File: config.mk
export PLATFORM = sky130hd
export DESIGN_NAME = impedance_admittance_axis_step_unit_flat
export DESIGN_NICKNAME = d
export VERILOG_FILES = /design/src/rtl/iaas_pkg.sv /design/src/rtl/iaas_if.sv /design/src/rtl/iaas_regs.sv /design/src/rtl/iaas_datapath.sv /design/src/rtl/impedance_admittance_axis_step_unit.sv /design/src/flat_wrapper.sv
export SDC_FILE = /design/constraint.sdc
export NUM_CORES = 2
export LEC_CHECK = 0
export BUFFER_PORTS_ARGS = -buffer_cell sky130_fd_sc_hd__buf_2
export CORE_MARGIN = 1.5
export CORE_UTILIZATION = 45
export DETAILED_ROUTE_END_ITERATION = 16
export GPL_TIMING_DRIVEN = 1
export PLACE_DENSITY_LB_ADDON = 0.25
export RECOVER_POWER = 100
export SYNTH_ARGS = -nofsm -noshare
export SYNTH_HDL_FRONTEND = slang
export SYNTH_HIERARCHICAL = 1
export SYNTH_SLANG_ARGS = --single-unit
File: constraint.sdc
create_clock -name clk -period 10.85 [get_ports clk]
set_input_delay 2.17 -clock clk [delete_from_list [all_inputs] [get_ports clk]]
set_output_delay 2.17 -clock clk [all_outputs]
set_load 0.005 [all_outputs]
File: src/rtl/iaas_pkg.sv
// ============================================================================
// iaas_pkg
// Types, constants, microprogram and helper functions shared by the
// admittance axis step unit.
// ============================================================================
package iaas_pkg;

    // field and register widths
    localparam int GAIN_W    = 10;
    localparam int GAIN_AXES = 6;
    localparam int PACK_W    = GAIN_W * GAIN_AXES;
    localparam int TS_W      = 16;
    localparam int LIM_W     = 15;
    localparam int AXIS_W    = 3;
    localparam int VAL_W     = 16;
    localparam int ACC_W     = 22;
    localparam int PROD_W    = 27;
    localparam int OPA_W     = 22;
    localparam int OPB_W     = 17;
    localparam int MUL_W     = OPA_W + OPB_W;
    localparam int DATA_W    = 64;
    localparam int ADDR_W    = 6;

    // reset values of the configuration registers
    localparam logic [PACK_W-1:0] INV_MASS_RESET = 60'd72128031568756800;
    localparam logic [TS_W-1:0]   TS_RESET       = 16'd2621;
    localparam logic [LIM_W-1:0]  ACC_LIM_RESET  = 15'd64;
    localparam logic [LIM_W-1:0]  VEL_LIM_RESET  = 15'd77;

    // register indexes
    localparam logic [2:0] REG_DAMP  = 3'd0;
    localparam logic [2:0] REG_STIFF = 3'd1;
    localparam logic [2:0] REG_IMASS = 3'd2;
    localparam logic [2:0] REG_TSTEP = 3'd3;
    localparam logic [2:0] REG_ALIM  = 3'd4;
    localparam logic [2:0] REG_VLIM  = 3'd5;

    // microprogram size and entry points
    localparam int STEP_COUNT = 10;
    localparam int STEP_W     = 4;
    localparam logic [STEP_W-1:0] STEP_BAD_AXIS = 4'd9;

    typedef enum logic [2:0] {
        ALU_NOP,
        ALU_SUB,
        ALU_ACLAMP,
        ALU_VEL,
        ALU_POS,
        ALU_ZERO
    } alu_op_t;

    typedef enum logic [1:0] {
        OPA_VEL,
        OPA_POS,
        OPA_ACC
    } opa_t;

    typedef enum logic [1:0] {
        OPB_DAMP,
        OPB_STIFF,
        OPB_IMASS,
        OPB_TSTEP
    } opb_t;

    typedef struct packed {
        logic              mul_en;
        opa_t              opa;
        opb_t              opb;
        logic              shift16;
        alu_op_t           alu;
        logic              jmp_bad;
        logic [STEP_W-1:0] target;
        logic              last;
        logic              wr_state;
    } ctrl_word_t;

    typedef struct packed {
        logic             load;
        logic             step_en;
        ctrl_word_t       word;
    } dp_ctrl_t;

    typedef struct packed {
        logic              bad_axis;
        logic [AXIS_W-1:0] axis;
        logic [VAL_W-1:0]  position;
    } dp_status_t;

    typedef struct packed {
        logic [PACK_W-1:0] damp;
        logic [PACK_W-1:0] stiff;
        logic [PACK_W-1:0] imass;
        logic [TS_W-1:0]   tstep;
        logic [LIM_W-1:0]  alim;
        logic [LIM_W-1:0]  vlim;
    } cfg_t;

    // control store: one word per step
    function automatic ctrl_word_t ucode(input logic [STEP_W-1:0] step);
        ctrl_word_t w;
        w = '{mul_en: 1'b0, opa: OPA_VEL, opb: OPB_DAMP, shift16: 1'b0,
              alu: ALU_NOP, jmp_bad: 1'b0, target: '0, last: 1'b0, wr_state: 1'b0};
        case (step)
            4'd0:
            begin
                // damping product, leave at once for an axis out of range
                w.mul_en  = 1'b1;
                w.opa     = OPA_VEL;
                w.opb     = OPB_DAMP;
                w.jmp_bad = 1'b1;
                w.target  = STEP_BAD_AXIS;
            end
            4'd1:
            begin
                w.alu    = ALU_SUB;
                w.mul_en = 1'b1;
                w.opa    = OPA_POS;
                w.opb    = OPB_STIFF;
            end
            4'd2:
            begin
                w.alu = ALU_SUB;
            end
            4'd3:
            begin
                w.mul_en = 1'b1;
                w.opa    = OPA_ACC;
                w.opb    = OPB_IMASS;
            end
            4'd4:
            begin
                w.alu = ALU_ACLAMP;
            end
            4'd5:
            begin
                w.mul_en  = 1'b1;
                w.opa     = OPA_ACC;
                w.opb     = OPB_TSTEP;
                w.shift16 = 1'b1;
            end
            4'd6:
            begin
                w.alu = ALU_VEL;
            end
            4'd7:
            begin
                w.mul_en  = 1'b1;
                w.opa     = OPA_ACC;
                w.opb     = OPB_TSTEP;
                w.shift16 = 1'b1;
            end
            4'd8:
            begin
                w.alu      = ALU_POS;
                w.last     = 1'b1;
                w.wr_state = 1'b1;
            end
            4'd9:
            begin
                w.alu  = ALU_ZERO;
                w.last = 1'b1;
            end
            default:
            begin
                w.last = 1'b1;
            end
        endcase
        return w;
    endfunction

    // one packed gain, zero beyond the packed axes
    function automatic logic [GAIN_W-1:0] gain_of(input logic [PACK_W-1:0] packed_gains,
                                                  input logic [AXIS_W-1:0] axis);
        logic [GAIN_W-1:0] g;
        g = '0;
        for (int i = 0; i < GAIN_AXES; i++)
        begin
            if (axis == AXIS_W'(i))
            begin
                g = packed_gains[i*GAIN_W +: GAIN_W];
            end
        end
        return g;
    endfunction

    // symmetric clamp to +/- lim
    function automatic logic signed [VAL_W-1:0] clamp_sym(input logic signed [PROD_W-1:0] value,
                                                          input logic [LIM_W-1:0] lim);
        logic signed [PROD_W-1:0] hi;
        logic signed [PROD_W-1:0] lo;
        logic signed [VAL_W-1:0]  r;
        hi = $signed({{(PROD_W-LIM_W){1'b0}}, lim});
        lo = -hi;
        if (value > hi)
        begin
            r = hi[VAL_W-1:0];
        end
        else if (value < lo)
        begin
            r = lo[VAL_W-1:0];
        end
        else
        begin
            r = value[VAL_W-1:0];
        end
        return r;
    endfunction

    // saturate to the signed 16-bit range
    function automatic logic signed [VAL_W-1:0] sat16(input logic signed [VAL_W+1:0] value);
        logic signed [VAL_W-1:0] r;
        if (value > 18'sd32767)
        begin
            r = 16'sh7FFF;
        end
        else if (value < -18'sd32768)
        begin
            r = 16'sh8000;
        end
        else
        begin
            r = value[VAL_W-1:0];
        end
        return r;
    endfunction

endpackage

File: src/rtl/iaas_if.sv
// ============================================================================
// iaas_if
// Valid/ready channels for force samples and position results.
// ============================================================================
interface iaas_sample_if;
    logic                     valid;
    logic                     ready;
    logic [2:0]               axis;
    logic signed [15:0]       force_req;

    modport source (output valid, output axis, output force_req, input ready);
    modport sink   (input valid, input axis, input force_req, output ready);
endinterface

interface iaas_result_if;
    logic                     valid;
    logic                     ready;
    logic [2:0]               axis_out;
    logic signed [15:0]       position;

    modport source (output valid, output axis_out, output position, input ready);
    modport sink   (input valid, input axis_out, input position, output ready);
endinterface

File: src/rtl/iaas_regs.sv
// ============================================================================
// iaas_regs
// APB-style configuration registers: gains, time step and limits.
// ============================================================================
module iaas_regs
(
    input  logic                          clk,
    input  logic                          rst_n,
    input  logic                          psel,
    input  logic                          penable,
    input  logic                          pwrite,
    input  logic [iaas_pkg::ADDR_W-1:0]   paddr,
    input  logic [iaas_pkg::DATA_W-1:0]   pwdata,
    output logic [iaas_pkg::DATA_W-1:0]   prdata,
    output logic                          pready,
    output iaas_pkg::cfg_t                cfg
);

    iaas_pkg::cfg_t cfg_reg;
    logic           wr_en;
    logic [2:0]     index;

    assign pready = 1'b1;
    assign wr_en  = psel & penable & pwrite;
    assign index  = paddr[5:3];
    assign cfg    = cfg_reg;

    // register writes, masked to each register's width
    always_ff @(posedge clk or negedge rst_n)
    begin
        if (!rst_n)
        begin
            cfg_reg.damp  <= '0;
            cfg_reg.stiff <= '0;
            cfg_reg.imass <= iaas_pkg::INV_MASS_RESET;
            cfg_reg.tstep <= iaas_pkg::TS_RESET;
            cfg_reg.alim  <= iaas_pkg::ACC_LIM_RESET;
            cfg_reg.vlim  <= iaas_pkg::VEL_LIM_RESET;
        end
        else if (wr_en)
        begin
            case (index)
                iaas_pkg::REG_DAMP:  cfg_reg.damp  <= pwdata[iaas_pkg::PACK_W-1:0];
                iaas_pkg::REG_STIFF: cfg_reg.stiff <= pwdata[iaas_pkg::PACK_W-1:0];
                iaas_pkg::REG_IMASS: cfg_reg.imass <= pwdata[iaas_pkg::PACK_W-1:0];
                iaas_pkg::REG_TSTEP: cfg_reg.tstep <= pwdata[iaas_pkg::TS_W-1:0];
                iaas_pkg::REG_ALIM:  cfg_reg.alim  <= pwdata[iaas_pkg::LIM_W-1:0];
                iaas_pkg::REG_VLIM:  cfg_reg.vlim  <= pwdata[iaas_pkg::LIM_W-1:0];
                default:
                begin
                end
            endcase
        end
    end

    // read back
    always_comb
    begin
        case (index)
            iaas_pkg::REG_DAMP:  prdata = iaas_pkg::DATA_W'(cfg_reg.damp);
            iaas_pkg::REG_STIFF: prdata = iaas_pkg::DATA_W'(cfg_reg.stiff);
            iaas_pkg::REG_IMASS: prdata = iaas_pkg::DATA_W'(cfg_reg.imass);
            iaas_pkg::REG_TSTEP: prdata = iaas_pkg::DATA_W'(cfg_reg.tstep);
            iaas_pkg::REG_ALIM:  prdata = iaas_pkg::DATA_W'(cfg_reg.alim);
            iaas_pkg::REG_VLIM:  prdata = iaas_pkg::DATA_W'(cfg_reg.vlim);
            default:             prdata = '0;
        endcase
    end

endmodule

File: src/rtl/iaas_datapath.sv
// ============================================================================
// iaas_datapath
// Shared multiplier, accumulator and per-axis velocity/position store,
// driven one control word per cycle by the sequencer unless a result stalls.
// ============================================================================
module iaas_datapath
#(
    parameter int AXIS_COUNT = 6
)
(
    input  logic                                clk,
    input  logic                                rst_n,
    input  iaas_pkg::dp_ctrl_t                  ctrl,
    input  logic [iaas_pkg::AXIS_W-1:0]         axis_in,
    input  logic signed [iaas_pkg::VAL_W-1:0]   force_in,
    input  iaas_pkg::cfg_t                      cfg,
    output iaas_pkg::dp_status_t                status
);

    localparam int IDX_W = (AXIS_COUNT > 1) ? $clog2(AXIS_COUNT) : 1;

    logic signed [iaas_pkg::VAL_W-1:0]  vel_mem [AXIS_COUNT];
    logic signed [iaas_pkg::VAL_W-1:0]  pos_mem [AXIS_COUNT];

    logic [iaas_pkg::AXIS_W-1:0]        axis_reg;
    logic signed [iaas_pkg::VAL_W-1:0]  v_reg;
    logic signed [iaas_pkg::VAL_W-1:0]  x_reg;
    logic signed [iaas_pkg::ACC_W-1:0]  acc_reg;
    logic signed [iaas_pkg::ACC_W-1:0]  acc_next;
    logic signed [iaas_pkg::PROD_W-1:0] prod_reg;
    logic signed [iaas_pkg::PROD_W-1:0] prod_next;

    logic [IDX_W-1:0]                   in_idx;
    logic                               in_ok;
    logic [IDX_W-1:0]                   idx;
    logic                               bad_axis;

    logic signed [iaas_pkg::OPA_W-1:0]  opa_val;
    logic signed [iaas_pkg::OPB_W-1:0]  opb_val;
    logic signed [iaas_pkg::MUL_W-1:0]  product;
    logic signed [iaas_pkg::MUL_W-1:0]  shifted;
    logic signed [iaas_pkg::VAL_W+1:0]  sum_vel;
    logic signed [iaas_pkg::VAL_W+1:0]  sum_pos;
    logic signed [iaas_pkg::VAL_W-1:0]  clamp_val;
    logic                               wr_state;

    assign in_idx   = axis_in[IDX_W-1:0];
    assign in_ok    = int'(axis_in) < AXIS_COUNT;
    assign idx      = axis_reg[IDX_W-1:0];
    assign bad_axis = int'(axis_reg) >= AXIS_COUNT;
    assign wr_state = ctrl.step_en & ctrl.word.last & ctrl.word.wr_state & ~bad_axis;

    // multiplier operand selection
    always_comb
    begin
        case (ctrl.word.opa)
            iaas_pkg::OPA_VEL: opa_val = iaas_pkg::OPA_W'(v_reg);
            iaas_pkg::OPA_POS: opa_val = iaas_pkg::OPA_W'(x_reg);
            iaas_pkg::OPA_ACC: opa_val = acc_reg;
            default:           opa_val = '0;
        endcase
        case (ctrl.word.opb)
            iaas_pkg::OPB_DAMP:
                opb_val = $signed({7'd0, iaas_pkg::gain_of(cfg.damp, axis_reg)});
            iaas_pkg::OPB_STIFF:
                opb_val = $signed({7'd0, iaas_pkg::gain_of(cfg.stiff, axis_reg)});
            iaas_pkg::OPB_IMASS:
                opb_val = $signed({7'd0, iaas_pkg::gain_of(cfg.imass, axis_reg)});
            iaas_pkg::OPB_TSTEP:
                opb_val = $signed({1'b0, cfg.tstep});
            default:
                opb_val = '0;
        endcase
    end

    // product, floor-shifted by 6 for gains or 16 for the time step
    always_comb
    begin
        product   = opa_val * opb_val;
        shifted   = ctrl.word.shift16 ? (product >>> 16) : (product >>> 6);
        prod_next = shifted[iaas_pkg::PROD_W-1:0];
    end

    // accumulator operations
    always_comb
    begin
        sum_vel   = {{2{v_reg[iaas_pkg::VAL_W-1]}}, v_reg} + prod_reg[iaas_pkg::VAL_W+1:0];
        sum_pos   = {{2{x_reg[iaas_pkg::VAL_W-1]}}, x_reg} + prod_reg[iaas_pkg::VAL_W+1:0];
        clamp_val = '0;
        case (ctrl.word.alu)
            iaas_pkg::ALU_SUB:
                acc_next = acc_reg - prod_reg[iaas_pkg::ACC_W-1:0];
            iaas_pkg::ALU_ACLAMP:
            begin
                clamp_val = iaas_pkg::clamp_sym(prod_reg, cfg.alim);
                acc_next  = iaas_pkg::ACC_W'(clamp_val);
            end
            iaas_pkg::ALU_VEL:
            begin
                clamp_val = iaas_pkg::clamp_sym(iaas_pkg::PROD_W'(sum_vel), cfg.vlim);
                acc_next  = iaas_pkg::ACC_W'(clamp_val);
            end
            iaas_pkg::ALU_POS:
                acc_next = iaas_pkg::ACC_W'(iaas_pkg::sat16(sum_pos));
            iaas_pkg::ALU_ZERO:
                acc_next = '0;
            default:
                acc_next = acc_reg;
        endcase
    end

    // working registers
    always_ff @(posedge clk)
    begin
        if (ctrl.load)
        begin
            axis_reg <= axis_in;
            acc_reg  <= iaas_pkg::ACC_W'(force_in);
            v_reg    <= in_ok ? vel_mem[in_idx] : '0;
            x_reg    <= in_ok ? pos_mem[in_idx] : '0;
        end
        else if (ctrl.step_en)
        begin
            acc_reg <= acc_next;
            if (ctrl.word.mul_en)
            begin
                prod_reg <= prod_next;
            end
            // the new velocity replaces v for the position update
            if (ctrl.word.alu == iaas_pkg::ALU_VEL)
            begin
                v_reg <= acc_next[iaas_pkg::VAL_W-1:0];
            end
        end
    end

    // per-axis state, cleared by reset
    always_ff @(posedge clk or negedge rst_n)
    begin
        if (!rst_n)
        begin
            for (int i = 0; i < AXIS_COUNT; i++)
            begin
                vel_mem[i] <= '0;
                pos_mem[i] <= '0;
            end
        end
        else if (wr_state)
        begin
            vel_mem[idx] <= v_reg;
            pos_mem[idx] <= acc_next[iaas_pkg::VAL_W-1:0];
        end
    end

    assign status.bad_axis = bad_axis;
    assign status.axis     = axis_reg;
    assign status.position = acc_next[iaas_pkg::VAL_W-1:0];

endmodule

File: src/rtl/impedance_admittance_axis_step_unit.sv
// ============================================================================
// impedance_admittance_axis_step_unit
// Admittance (mass-spring-damper) step for one axis per force sample, run by
// a short microprogram over one shared multiplier.
// ============================================================================
//
//  channel   dir   handshake          word
//  -------   ---   ---------          ----
//  sample    in    valid / ready      axis, force_req
//  result    out   valid / ready      axis_out, position
//  apb       in    psel & penable     gain, time step and limit registers
//
//  An axis in range runs nine microprogram steps from acceptance to the next
//  acceptance, set by the single shared multiplier whose five products run in
//  series, each followed by an accumulator step.
//  An axis out of range jumps straight to the final step.
//  Reset sets the configuration registers to their defaults and every axis state to zero.
//  The result word sits in an output register; a stalled result holds the
//  final step only when a new word is ready and the old one is not taken.
//
module impedance_admittance_axis_step_unit
#(
    parameter int AXIS_COUNT = 6
)
(
    input  logic                          clk,
    input  logic                          rst_n,
    input  logic                          psel,
    input  logic                          penable,
    input  logic                          pwrite,
    input  logic [iaas_pkg::ADDR_W-1:0]   paddr,
    input  logic [iaas_pkg::DATA_W-1:0]   pwdata,
    output logic [iaas_pkg::DATA_W-1:0]   prdata,
    output logic                          pready,
    iaas_sample_if.sink                   sample,
    iaas_result_if.source                 result
);

    iaas_pkg::cfg_t                  cfg;
    iaas_pkg::dp_ctrl_t              dp_ctrl;
    iaas_pkg::dp_status_t            status;
    iaas_pkg::ctrl_word_t            uc;

    logic                            busy_reg;
    logic                            busy_next;
    logic [iaas_pkg::STEP_W-1:0]     step_reg;
    logic [iaas_pkg::STEP_W-1:0]     step_next;
    logic                            out_valid_reg;
    logic                            out_valid_next;
    logic [iaas_pkg::AXIS_W-1:0]     out_axis_reg;
    logic [iaas_pkg::VAL_W-1:0]      out_pos_reg;

    logic                            accept;
    logic                            hold;
    logic                            advance;
    logic                            commit;

    iaas_regs u_regs
    (
        .clk     (clk),
        .rst_n   (rst_n),
        .psel    (psel),
        .penable (penable),
        .pwrite  (pwrite),
        .paddr   (paddr),
        .pwdata  (pwdata),
        .prdata  (prdata),
        .pready  (pready),
        .cfg     (cfg)
    );

    iaas_datapath #(.AXIS_COUNT(AXIS_COUNT)) u_datapath
    (
        .clk      (clk),
        .rst_n    (rst_n),
        .ctrl     (dp_ctrl),
        .axis_in  (sample.axis),
        .force_in (sample.force_req),
        .cfg      (cfg),
        .status   (status)
    );

    // control store lookup and handshake
    assign uc           = iaas_pkg::ucode(step_reg);
    assign sample.ready = ~busy_reg;
    assign accept       = sample.valid & ~busy_reg;
    assign hold         = busy_reg & uc.last & out_valid_reg & ~result.ready;
    assign advance      = busy_reg & ~hold;
    assign commit       = advance & uc.last;

    assign dp_ctrl.load    = accept;
    assign dp_ctrl.step_en = advance;
    assign dp_ctrl.word    = uc;

    // step counter with conditional jump
    always_comb
    begin
        busy_next = busy_reg;
        step_next = step_reg;
        if (accept)
        begin
            busy_next = 1'b1;
            step_next = '0;
        end
        else if (commit)
        begin
            busy_next = 1'b0;
        end
        else if (advance)
        begin
            if (uc.jmp_bad && status.bad_axis)
            begin
                step_next = uc.target;
            end
            else
            begin
                step_next = iaas_pkg::STEP_W'(step_reg + 1'b1);
            end
        end
    end

    always_ff @(posedge clk or negedge rst_n)
    begin
        if (!rst_n)
        begin
            busy_reg <= 1'b0;
            step_reg <= '0;
        end
        else
        begin
            busy_reg <= busy_next;
            step_reg <= step_next;
        end
    end

    // output register
    always_comb
    begin
        if (commit)
        begin
            out_valid_next = 1'b1;
        end
        else if (result.ready)
        begin
            out_valid_next = 1'b0;
        end
        else
        begin
            out_valid_next = out_valid_reg;
        end
    end

    always_ff @(posedge clk or negedge rst_n)
    begin
        if (!rst_n)
        begin
            out_valid_reg <= 1'b0;
        end
        else
        begin
            out_valid_reg <= out_valid_next;
        end
    end

    always_ff @(posedge clk)
    begin
        if (commit)
        begin
            out_axis_reg <= status.axis;
            out_pos_reg  <= status.position;
        end
    end

    assign result.valid    = out_valid_reg;
    assign result.axis_out = out_axis_reg;
    assign result.position = $signed(out_pos_reg);

    // checks
    a_busy_after_accept: assert property (@(posedge clk) disable iff (!rst_n)
        sample.valid && sample.ready |=> busy_reg)
        else $error("sequencer not started after an accepted word");

    a_step_in_range: assert property (@(posedge clk) disable iff (!rst_n)
        busy_reg |-> int'(step_reg) < iaas_pkg::STEP_COUNT)
        else $error("step counter beyond the control store");

    a_result_from_commit: assert property (@(posedge clk) disable iff (!rst_n)
        $rose(result.valid) |-> $past(busy_reg))
        else $error("result raised without a running item");

    a_bad_axis_zero: assert property (@(posedge clk) disable iff (!rst_n)
        result.valid && int'(result.axis_out) >= AXIS_COUNT |-> result.position == 16'sd0)
        else $error("axis out of range gave a non-zero position");

endmodule
File: src/flat_wrapper.sv
// flat-port wrapper written by rule: the top's interface ports become plain ports
module impedance_admittance_axis_step_unit_flat 
#(
    parameter int AXIS_COUNT = 6
)
  (clk, rst_n, psel, penable, pwrite, paddr, pwdata, prdata, pready, sample_valid, sample_axis, sample_force_req, sample_ready, result_valid, result_axis_out, result_position, result_ready);
  iaas_sample_if sample_i ();
  iaas_result_if result_i ();
  input  logic clk;
  input  logic rst_n;
  input  logic psel;
  input  logic penable;
  input  logic pwrite;
  input  logic [iaas_pkg::ADDR_W-1:0] paddr;
  input  logic [iaas_pkg::DATA_W-1:0] pwdata;
  output logic [iaas_pkg::DATA_W-1:0] prdata;
  output logic pready;
  input wire logic [$bits(sample_i.valid)-1:0] sample_valid;
  input wire logic [$bits(sample_i.axis)-1:0] sample_axis;
  input wire logic [$bits(sample_i.force_req)-1:0] sample_force_req;
  output wire logic [$bits(sample_i.ready)-1:0] sample_ready;
  output wire logic [$bits(result_i.valid)-1:0] result_valid;
  output wire logic [$bits(result_i.axis_out)-1:0] result_axis_out;
  output wire logic [$bits(result_i.position)-1:0] result_position;
  input wire logic [$bits(result_i.ready)-1:0] result_ready;
  assign sample_i.valid = sample_valid;
  assign sample_i.axis = sample_axis;
  assign sample_i.force_req = sample_force_req;
  assign sample_ready = sample_i.ready;
  assign result_valid = result_i.valid;
  assign result_axis_out = result_i.axis_out;
  assign result_position = result_i.position;
  assign result_i.ready = result_ready;
  impedance_admittance_axis_step_unit #(.AXIS_COUNT(AXIS_COUNT)) u_core (.clk(clk), .rst_n(rst_n), .psel(psel), .penable(penable), .pwrite(pwrite), .paddr(paddr), .pwdata(pwdata), .prdata(prdata), .pready(pready), .sample(sample_i), .result(result_i));
endmodule
==> results.tsv <==
stage	metric	value	unit
synthesis	syn-instance-count	4516	
final_layout	drive_gt1_frac	0.175	
final_layout	nFillCells	9033	
worst_setup_path	path_max_fanout	35	
global_route	overflow	0	
detailed_routing	drt_wl_total	139000	um
placed_design	io_buffers	169	
placed_design	dp_hpwl	104000	um
synthesis	yosys_warnings	6	
sta	setup_viol	0	
detailed_routing	ant_nets	0	
detailed_routing	drt_pass1_iterations	6	
final_layout	fin_util	0.496	
detailed_routing	vias	34800	
sta	layout_min_cycle_time	10400	ps
detailed_routing	drt_iter0_drc	3023	
status	violations	capacitance limit, slew limit	
status	status	finished, violations left	
sta	slew_violations	1338	
global_route	grt_max_degree	170	
final_layout	finalNetCount	5296	
sta	fin_tns_setup	0	ps
floorplanning	die-area	102000	um2
worst_setup_path	crit_path_cell_trace	clkbuf_1 > clkbuf_1 > nor2b_1 > buf_4 > a311oi_1 > o21ai_0 > clkbuf_1	
sta	hold_viol_final	0	
sta	min_period_over_period	0.959	
sta	rsz0062_at_grt	no	
synthesis	syn-cell-area	45100	um2
worst_setup_path	crit_required	8680	ps
cts	cts_resized	0	
worst_setup_path	cpMostUsedCell	clkbuf_1	
floorplanning	die_x	319	um
floorplanning	rows	115	
worst_setup_path	cp.arrival	8230	ps
detailed_routing	wl_per_cell	23.4	um
floorplanning	num_io_pins	182	
cts	clock-sinks	527	
worst_setup_path	cp-start-kind	input pin	
cts	clockRootBuffer	clkbuf_16	
detailed_routing	vias_per_cell	5.84	
floorplanning	start_util	0.456	
sta	relSlewSlack	-3.19	
flow_run	cap_violations	32	
cts	hold_buffers	0	
floorplanning	die_y	319	um
final_layout	largest_reg_flops	226	
worst_setup_path	endpoint_kind	primary output	
sta	fin_skew	37.3	ps
global_route	track_usage	0.273	
placed_design	placed_cells	5840	
cts	post_cts_buffers	0	
cts	cts_inserted_buffers	57	
global_route	antenna_found_initial	4	
placed_design	gp_congestion	0.951	
worst_setup_path	cpMaxStageDelayCell	clkbuf_1	
synthesis	synth.avg_cell_area	9.98	um2
final_layout	area_delta_synth_final	8.69	%
sta	hold_ws	452	ps
cts	htree_levels	2	
cts	clkTransAtPathRegs	60	ps
worst_setup_path	critPathKind	in2out	
cts	clock_path_buffers	3	
final_layout	fin_cells	5948	
sta	fmax	96.1	MHz
min_path	min_path_type	reg2reg	
cts	cts_tree	built	
floorplanning	core	98900	um2
global_route	grt_pass1_wl	213000	um
sta	max_slew.worst_pin.slew	6280	ps
worst_setup_path	slowest_delay	2040	ps
global_route	first_global_vias	34600	
cts	clk_latency	660	ps
detailed_routing	drc_errors	0	
-- worst max-delay path: cells and delay by family --
kind	cells	cell delay [ps]
buffers and inverters	4	4070
AND/OR/NAND/NOR	1	1320
AO/OA/AOI/OAI	2	640
-- per-layer routing --
layer  GRT usage  vias up  wire length, um
met4      0.0867        8             4650
met2       0.438     1301            64700
li1            -    15500                -
met1       0.380    17700            59500
met3      0.0404      249            10200
met5           0        -               50
-- cell type report --
type	instances	area (um2)	area share
diodes	1	2.50	0.0000511
clock buffers	83	1660	0.0340
flip-flops and latches	527	13700	0.280
repair buffers	256	1370	0.0279
inverters	636	2390	0.0488
multi-input cells	3134	28000	0.571
well taps	1287	1610	0.0329
clock inverters	24	262	0.00534
-- cells in the final DEF (no fill, tap or decap), types with 32 or more instances in the layout --
cell type / n
nor3_1: 38
nand3_1: 59
nor2_1: 369
clkbuf_16: 57
xor2_1: 33
a211oi_1: 37
mux2_2: 382
xnor2_1: 77
o21a_1: 37
a21o_1: 58
ha_1: 238
dfrtp_1: 406
nand2_1: 374
buf_4: 63
mux4_2: 49
clkbuf_1: 83
fa_1: 350
o21ai_0: 135
mux2i_1: 175
or2_2: 54
o22ai_1: 32
inv_1: 633
buf_2: 99
o31ai_1: 32
edfxtp_1: 103
a21oi_1: 208
-- final timing paths --
check	start	endpoint	slack, ps	cells past startpoint
worst min-delay path	u_core/u_datapath/axis_reg[2]$_DFFE_PP_	u_core/result.axis_out[2]$_DFFE_PP_	450	0
worst min register to register	u_core/u_datapath/axis_reg[2]$_DFFE_PP_	u_core/result.axis_out[2]$_DFFE_PP_	450	0
max in group asynchronous	rst_n	u_core/u_datapath/pos_mem[42]$_DFFE_PN0P_	2020	2
min in group asynchronous	rst_n	u_core/u_datapath/vel_mem[82]$_DFFE_PN0P_	3840	1
worst max-delay path	paddr[4]	prdata[12]	450	7
worst max register to register	u_core/step_reg[1]$_DFFE_PN0P_	u_core/u_datapath/prod_reg[22]$_DFFE_PP_	1010	26
-- through the flow --
| step | area (um2) | setup slack, ps |
|---|---|---|
| after floorplan | 45100 | 2190 |
| after global placement | 47400 | 1310 |
| after detailed placement | 47400 | 1240 |
| after CTS | 49300 | 1180 |
| after global routing | 49000 | 291 |
| final | 49000 | 446 |
Power is left out: the tool's default activity adds up to more than one toggle a clock period on the data nets, which glitch-free logic cannot reach.
